<file path="config.mk">
export PLATFORM = sky130hd
export DESIGN_NAME = fbfl_ctrl
export DESIGN_NICKNAME = d
export VERILOG_FILES = /design/src/hw/rtl/fbfl_pkg.sv /design/src/hw/rtl/fbfl_ctrl.sv
export SDC_FILE = /design/constraint.sdc
export NUM_CORES = 1
export LEC_CHECK = 0
export BUFFER_PORTS_ARGS = -buffer_cell sky130_fd_sc_hd__buf_2
export CORE_AREA = 2 2 39 41
export CTS_CLUSTER_DIAMETER = 30
export DETAILED_ROUTE_END_ITERATION = 12
export DIE_AREA = 0 0 41 43
export HOLD_SLACK_MARGIN = 0.1
export PLACE_DENSITY = 0.58
export SETUP_SLACK_MARGIN = 0.1
export SLEW_MARGIN = 30
export SYNTH_ARGS = -nofsm -noshare
export SYNTH_HDL_FRONTEND = slang
export SYNTH_SLANG_ARGS = --single-unit
</file>
<file path="constraint.sdc">
create_clock -name clk -period 1.5 [get_ports clk]
set_input_delay 0.3 -clock clk [delete_from_list [all_inputs] [get_ports clk]]
set_output_delay 0.3 -clock clk [all_outputs]
set_load 0.01 [all_outputs]
</file>
<file path="src/hw/rtl/fbfl_pkg.sv">
// Package for the fixed-size block allocator: sizes, codes and word types.
// Used by every module of the block; depends on nothing.
`default_nettype none

package fbfl_pkg;

  localparam int MAX_BLOCKS = 1024;
  localparam int WORD_BYTES = 8;
  localparam int WORD_SHIFT = $clog2(WORD_BYTES);
  localparam int IDX_W      = 10;
  localparam int CNT_W      = 11;
  localparam int BB_W       = 16;
  localparam int ALIGN_W    = 17;
  localparam int ADDR_W     = 32;
  localparam int PROD_W     = IDX_W + ALIGN_W;
  localparam int DIV_STEPS  = ADDR_W;
  localparam int DIV_CNT_W  = $clog2(DIV_STEPS);
  localparam int CFG_IDX_W  = 2;

  localparam logic [1:0] CMD_INIT  = 2'd0;
  localparam logic [1:0] CMD_ALLOC = 2'd1;
  localparam logic [1:0] CMD_FREE  = 2'd2;

  localparam logic [1:0] ST_OK        = 2'd0;
  localparam logic [1:0] ST_EMPTY     = 2'd1;
  localparam logic [1:0] ST_TOO_SMALL = 2'd2;

  localparam logic [CFG_IDX_W-1:0] CFG_SEGMENT_BASE  = 2'd0;
  localparam logic [CFG_IDX_W-1:0] CFG_SEGMENT_BYTES = 2'd1;
  localparam logic [CFG_IDX_W-1:0] CFG_BLOCK_BYTES   = 2'd2;

  localparam logic [BB_W-1:0] BLOCK_BYTES_RESET = 16'd8;

  typedef struct packed {
    logic [1:0]       command;
    logic [IDX_W-1:0] block_index;
  } in_item_t;

  typedef struct packed {
    logic [1:0]        status;
    logic [IDX_W-1:0]  granted_index;
    logic [ADDR_W-1:0] granted_address;
    logic [CNT_W-1:0]  free_blocks;
  } out_item_t;

  // One entry of the link memory: the end mark and the next block.
  typedef struct packed {
    logic             last;
    logic [IDX_W-1:0] next;
  } link_t;

  // Commands from the controller to the datapath.
  typedef struct packed {
    logic capture;
    logic div_load;
    logic div_step;
    logic link_step;
    logic alloc_read;
    logic done_init;
    logic done_alloc;
    logic done_free;
    logic done_nop;
  } dp_cmd_t;

  // Status from the datapath to the controller.
  typedef struct packed {
    logic cfg_ok;
    logic div_last;
    logic link_last;
    logic out_free;
  } dp_stat_t;

endpackage

`default_nettype wire

</file>
<file path="src/hw/rtl/fbfl_ctrl.sv">
// Controller state machine of the block allocator: sequences init, alloc, free and the unused command.
// Depends on fbfl_pkg; drives the fbfl_dp command struct.
`default_nettype none

module fbfl_ctrl import fbfl_pkg::*; (
  input  logic     clk,
  input  logic     rst_n,
  input  logic     in_valid,
  output logic     in_ready,
  input  in_item_t in_item,
  input  dp_stat_t stat,
  output dp_cmd_t  cmd
);

  typedef enum logic [2:0] {
    S_IDLE,
    S_DIV,
    S_LINK,
    S_INIT_DONE,
    S_ALLOC_RD,
    S_ALLOC_WB,
    S_FREE,
    S_NOP
  } state_t;

  state_t state_r, state_nxt;
  logic   in_ready_r;

  always_comb begin
    state_nxt = state_r;
    cmd       = '0;
    case (state_r)
      S_IDLE: begin
        if (in_valid && in_ready_r) begin
          cmd.capture = 1'b1;
          case (in_item.command)
            CMD_INIT: begin
              cmd.div_load = 1'b1;
              state_nxt    = stat.cfg_ok ? S_DIV : S_LINK;
            end
            CMD_ALLOC: state_nxt = S_ALLOC_RD;
            CMD_FREE:  state_nxt = S_FREE;
            default:   state_nxt = S_NOP;
          endcase
        end
      end
      S_DIV: begin
        cmd.div_step = 1'b1;
        if (stat.div_last) begin
          state_nxt = S_LINK;
        end
      end
      S_LINK: begin
        cmd.link_step = 1'b1;
        if (stat.link_last) begin
          state_nxt = S_INIT_DONE;
        end
      end
      S_INIT_DONE: begin
        if (stat.out_free) begin
          cmd.done_init = 1'b1;
          state_nxt     = S_IDLE;
        end
      end
      S_ALLOC_RD: begin
        cmd.alloc_read = 1'b1;
        state_nxt      = S_ALLOC_WB;
      end
      S_ALLOC_WB: begin
        if (stat.out_free) begin
          cmd.done_alloc = 1'b1;
          state_nxt      = S_IDLE;
        end
      end
      S_FREE: begin
        if (stat.out_free) begin
          cmd.done_free = 1'b1;
          state_nxt     = S_IDLE;
        end
      end
      S_NOP: begin
        if (stat.out_free) begin
          cmd.done_nop = 1'b1;
          state_nxt    = S_IDLE;
        end
      end
      default: state_nxt = S_IDLE;
    endcase
  end

  always_ff @(posedge clk) begin
    if (!rst_n) begin
      state_r    <= S_IDLE;
      in_ready_r <= 1'b1;
    end else begin
      state_r    <= state_nxt;
      in_ready_r <= state_nxt == S_IDLE;
    end
  end

  assign in_ready = in_ready_r;

endmodule

`default_nettype wire

</file>
* Yosys cells after proc, flatten, opt, wreduce, memory -nomap -nowiden
Cells that the tools add are included.
** Storage, ports and cells
- Flip-flop bits (word level) :: 4
- Bits in latches :: 0
- Bits in writable memories :: 0
- Memory bits (read-only) :: 0
- Output and inout bits :: 10
- Logic and storage cells :: 34
- Memories kept :: 0
** Cells by class
- $add $sub $neg :: 0
- Multipliers :: 0
- Div/mod/pow operators :: 0
- $lt $le $gt $ge :: 0
- Eq/ne operators :: 9
- Shifts and indexed selects :: 0
- Mux-type cells :: 18
- Bitwise operators :: 0
- Reduce and logical (&&, ||, !) cells :: 5
** Operators with widths (number)
- $pmux 3 s5 :: 1
- $eq 3x3->1 const B :: 4
- $mux 3 :: 4
- $mux 1 :: 9
- $pmux 3 s3 :: 1
- $eq 3x2->1 const B :: 2
- $logic_not 3->1 :: 2
- $mux 2 :: 3
- $reduce_or 4->1 :: 1
- $eq 3x1->1 const B :: 1
- $eq 2x1->1 const B :: 1
- $eq 2x2->1 const B :: 1
- $logic_not 2->1 :: 1
- $logic_and 1x1->1 :: 1

* Depth between registers and ports, before layout
- Word-level depth :: 5
- Depth in mapped cells :: 5

* Least setup slack after synthesis
OpenSTA, ideal clock, no wires.
- Path type :: register to output
- From :: register state_r[1]
- To :: output port cmd[7] in the netlist's numbering
- Data arrival time :: 1.063 ns
- Setup slack :: 0.137 ns
- Cell stages (with the launch flop) :: 5
- Cells stage by stage :: dfxtp_1 -> buf_6 -> nor3_2 -> nand3_1 -> nor3_1
** RTL lines
- from (decl) :: RTL line fbfl_ctrl.sv:26 : state_t state_r, state_nxt;
- from (signal assigned) :: RTL line fbfl_ctrl.sv:96 : state_r <= state_nxt;
- to (decl) :: RTL line fbfl_ctrl.sv:12 : output dp_cmd_t cmd

==> results by group <==
Yosys
  – Post-synth top area cell: dfxtp_1
  – Top cell type's share of synthesized area: 0.235
  – Warnings from Yosys: 0
  – Ys flop type: dfxtp_1
  – Gate Count Post-Synth: 41
  – Mean Syn Cell Area: 8.30 um^2
  – Top-count cell post-synth: nor2_1
  – Register area share after synthesis: 0.235
  – EDFF count, synth: 0
  – Most common library cells after synthesis: 7 x nor2_1, 4 x dfxtp_1, 3 x nand2_1, 3 x nand2b_1, 3 x o21ai_0
  – Synth Net Count: 60
  – Synth top area cells: dfxtp_1 24%, nor2_1 7.7%, buf_6 6.6%, nand3b_4 5.9%, nor3_2 5.9%
  – Synth async-reset ratio: 0
  – Flop and latch count out of synthesis: 4
  – Netlist cell types: 22
  – Cell area after synthesis: 340 um^2

Route
  – DRT antenna net count: 0
  – DRC viols: 0
  – Pre-antenna DRT Iters: 4
  – WL/cell: 10.4 um
  – DR vias: 389
  – Average via count per standard cell: 4.63
  – Final wirelength: 874 um
  – DR iter-0 viols: 2

Floorplanning
  – Die area: 1760 um^2
  – Die height: 43 um
  – Core ar.: 1380 um^2
  – Die Wd: 41 um
  – Initial Util: 0.246
  – I/O Pins: 29
  – Rows: 14

Setup path
  – Worst setup startpoint: state_r[0]
  – R2r setup slk: 0.16 ns
  – Reg2reg start: state_r[0]
  – Crit Path Max Fanout: 3
  – CP endpoint: cmd[7]
  – WP data arrival: 1.15 ns
  – Critical path type: reg2out
  – Reg-to-reg critical path endpoint: in_ready
  – R2r worst-path depth: 6
  – CP required: 1.20 ns
  – Crit end category: primary output
  – Crit path launch type: flip-flop

STA
  – Worst Max-Slew Pin Slew: 0.266 ns
  – F_max: 0.691 GHz
  – Worst hold slack: 0.368 ns
  – Final Max Slew Viols: 0
  – Worst Clk Skew: 0.000929 ns
  – Period utilisation layout: 0.964
  – Final Hold Viols: 0
  – Min Tclk post-route: 1.45 ns
  – RSZ-0062 raised after global routing: true
  – Relative slew margins: 0.823
  – Final setup viols: 0

Clock tree
  – Clk buf depth: 2
  – Total CTS buffers: 3
  – Hold Buf Count CTS: 0
  – H-tree depth: 1
  – Worst-skew pair later-pin latency: 0.23 ns
  – Clock transition at the registers of the reported paths: 0.04 ns
  – CTS Sinks: 4
  – Clock tree from TritonCTS: built
  – Clock Tree Root: clkbuf_4

Final layout
  – Layout Utilization: 0.415
  – Finished Cell Area: 574 um^2
  – Final net count: 89
  – Antenna cell count: 0
  – Filler cells: 143
  – Area Growth Syn to Fin: 68.8%
  – Layout cell share with drive strength beyond 1: 0.662

Power and ir drop
  – Static leakage: 0.284 nW
  – Worst VDD drop: 0.000672 V
  – Cell area power density: 1820 nW/um^2

Job
  – Max Cap Viol: 0

Placed design
  – Placed cell areas: 443 um^2
  – Detail Placement HPWL: 619 um
  – Port bufs: 18
  – Final GP Congestion: 0.619

Global routing
  – Vias in the first global route: 340
  – GRT Util Overall: 0.111
  – Total gr overflow: 0
  – Largest net degree at the start of global routing: 7
  – First-pass GRT wire length: 1290 um
  – Initial antenna violation count: 0

Hold path
  – Tightest Hold Check Type: in2reg

Run status
  – Outcome: finished clean
## repair_timing
action,4_1_cts,5_1_grt
resized for setup,10,6
endpoints found under the setup margin,7,8
pin swaps,2,6
setup buffers,5,1
## stage by stage
step	setup WS, ns	instances	power (W)	TNS, ns
finish	0.0534	84	0.00104	0
global route	-0.0296	84	0.00113	-0.0296
CTS	0.0215	83	0.000994	0
detailed placement	0.128	75	0.000690	0
global placement	0.135	75	0.000681	0
floorplan	0.137	41	0.000584	0
## routing by layer
layer / wire (um) / track usage
met1: 361 / 0.120
met2: 434 / 0.163
met3: 78 / 0.0471
met4: 0 / 0.0800
met5: 0 / 0
## worst max-delay path, stage by stage (launching register included)
cell and delay [ns]:
dfxtp_4 0.34, nor3_4 0.20, nand3_2 0.12, nor3_2 0.10, buf_2 0.14
## cell type report
cell class,instances,area [um^2],share of cell area
Clock buffer,3,22.5,0.0392
Inverter,2,7.51,0.0131
Multi-Input combinational cell,33,277,0.481
Sequential cell,4,86.3,0.150
Tap cell,16,20.0,0.0349
Timing Repair Buffer,26,161,0.281
## worst min path at each step
| stage | from | endpoint | slack, ns | cells after the start |
|---|---|---|---|---|
| floorplan | rst_n | state_r[0] | 0.48 | 2 |
| global placement | in_ready | state_r[2] | 0.55 | 2 |
| detailed placement | in_ready | state_r[2] | 0.56 | 2 |
| CTS | rst_n | state_r[0] | 0.36 | 3 |
| global route | rst_n | state_r[0] | 0.38 | 3 |
| finish | rst_n | state_r[0] | 0.37 | 3 |
## power breakdown
group	leakage, nW	total [W]	internal (W)	switching (W)
clock	0.0138	0.000130	0.0000893	0.0000408
combinational	0.236	0.000696	0.000382	0.000314
sequential	0.0346	0.000218	0.000166	0.0000524
total	0.284	0.00104	0.000637	0.000407
## state kept, by name, indices dropped and copies added, names as in the netlist
name,count
in_ready,1
state_r,3
## kinds of logic after synthesis
group	after synthesis	share of synthesized area
AND/OR/NAND/NOR	23	0.452
flip-flops	4	0.235
buffers and inverters	4	0.0882
AO/OA/AOI/OAI	10	0.224
## layout by cell type, fill, tap and decap left out
cell,Yosys,layout
and2_1,1,1
dfxtp_4,0,1
nor3b_1,2,1
nand2b_1,3,1
nor2_1,7,7
and2b_1,1,1
nand3_2,0,1
nand2_1,3,1
dfxtp_2,0,2
nand2_2,0,1
dfxtp_1,4,1
o21bai_2,1,1
o21ai_0,3,3
inv_1,2,2
nor3b_4,1,1
nand3b_4,1,1
buf_2,0,18
a22oi_1,1,1
nand2_4,0,1
o2111ai_1,1,1
a21oi_1,1,1
clkbuf_4,0,3
o211ai_1,1,1
nor3b_2,0,1
o22ai_1,1,1
a221oi_2,1,1
nor3_4,0,1
nor3_2,2,2
nand2b_4,0,2
buf_6,2,3
buf_4,0,5
Note: power is estimated with default switching activity, not from simulation.
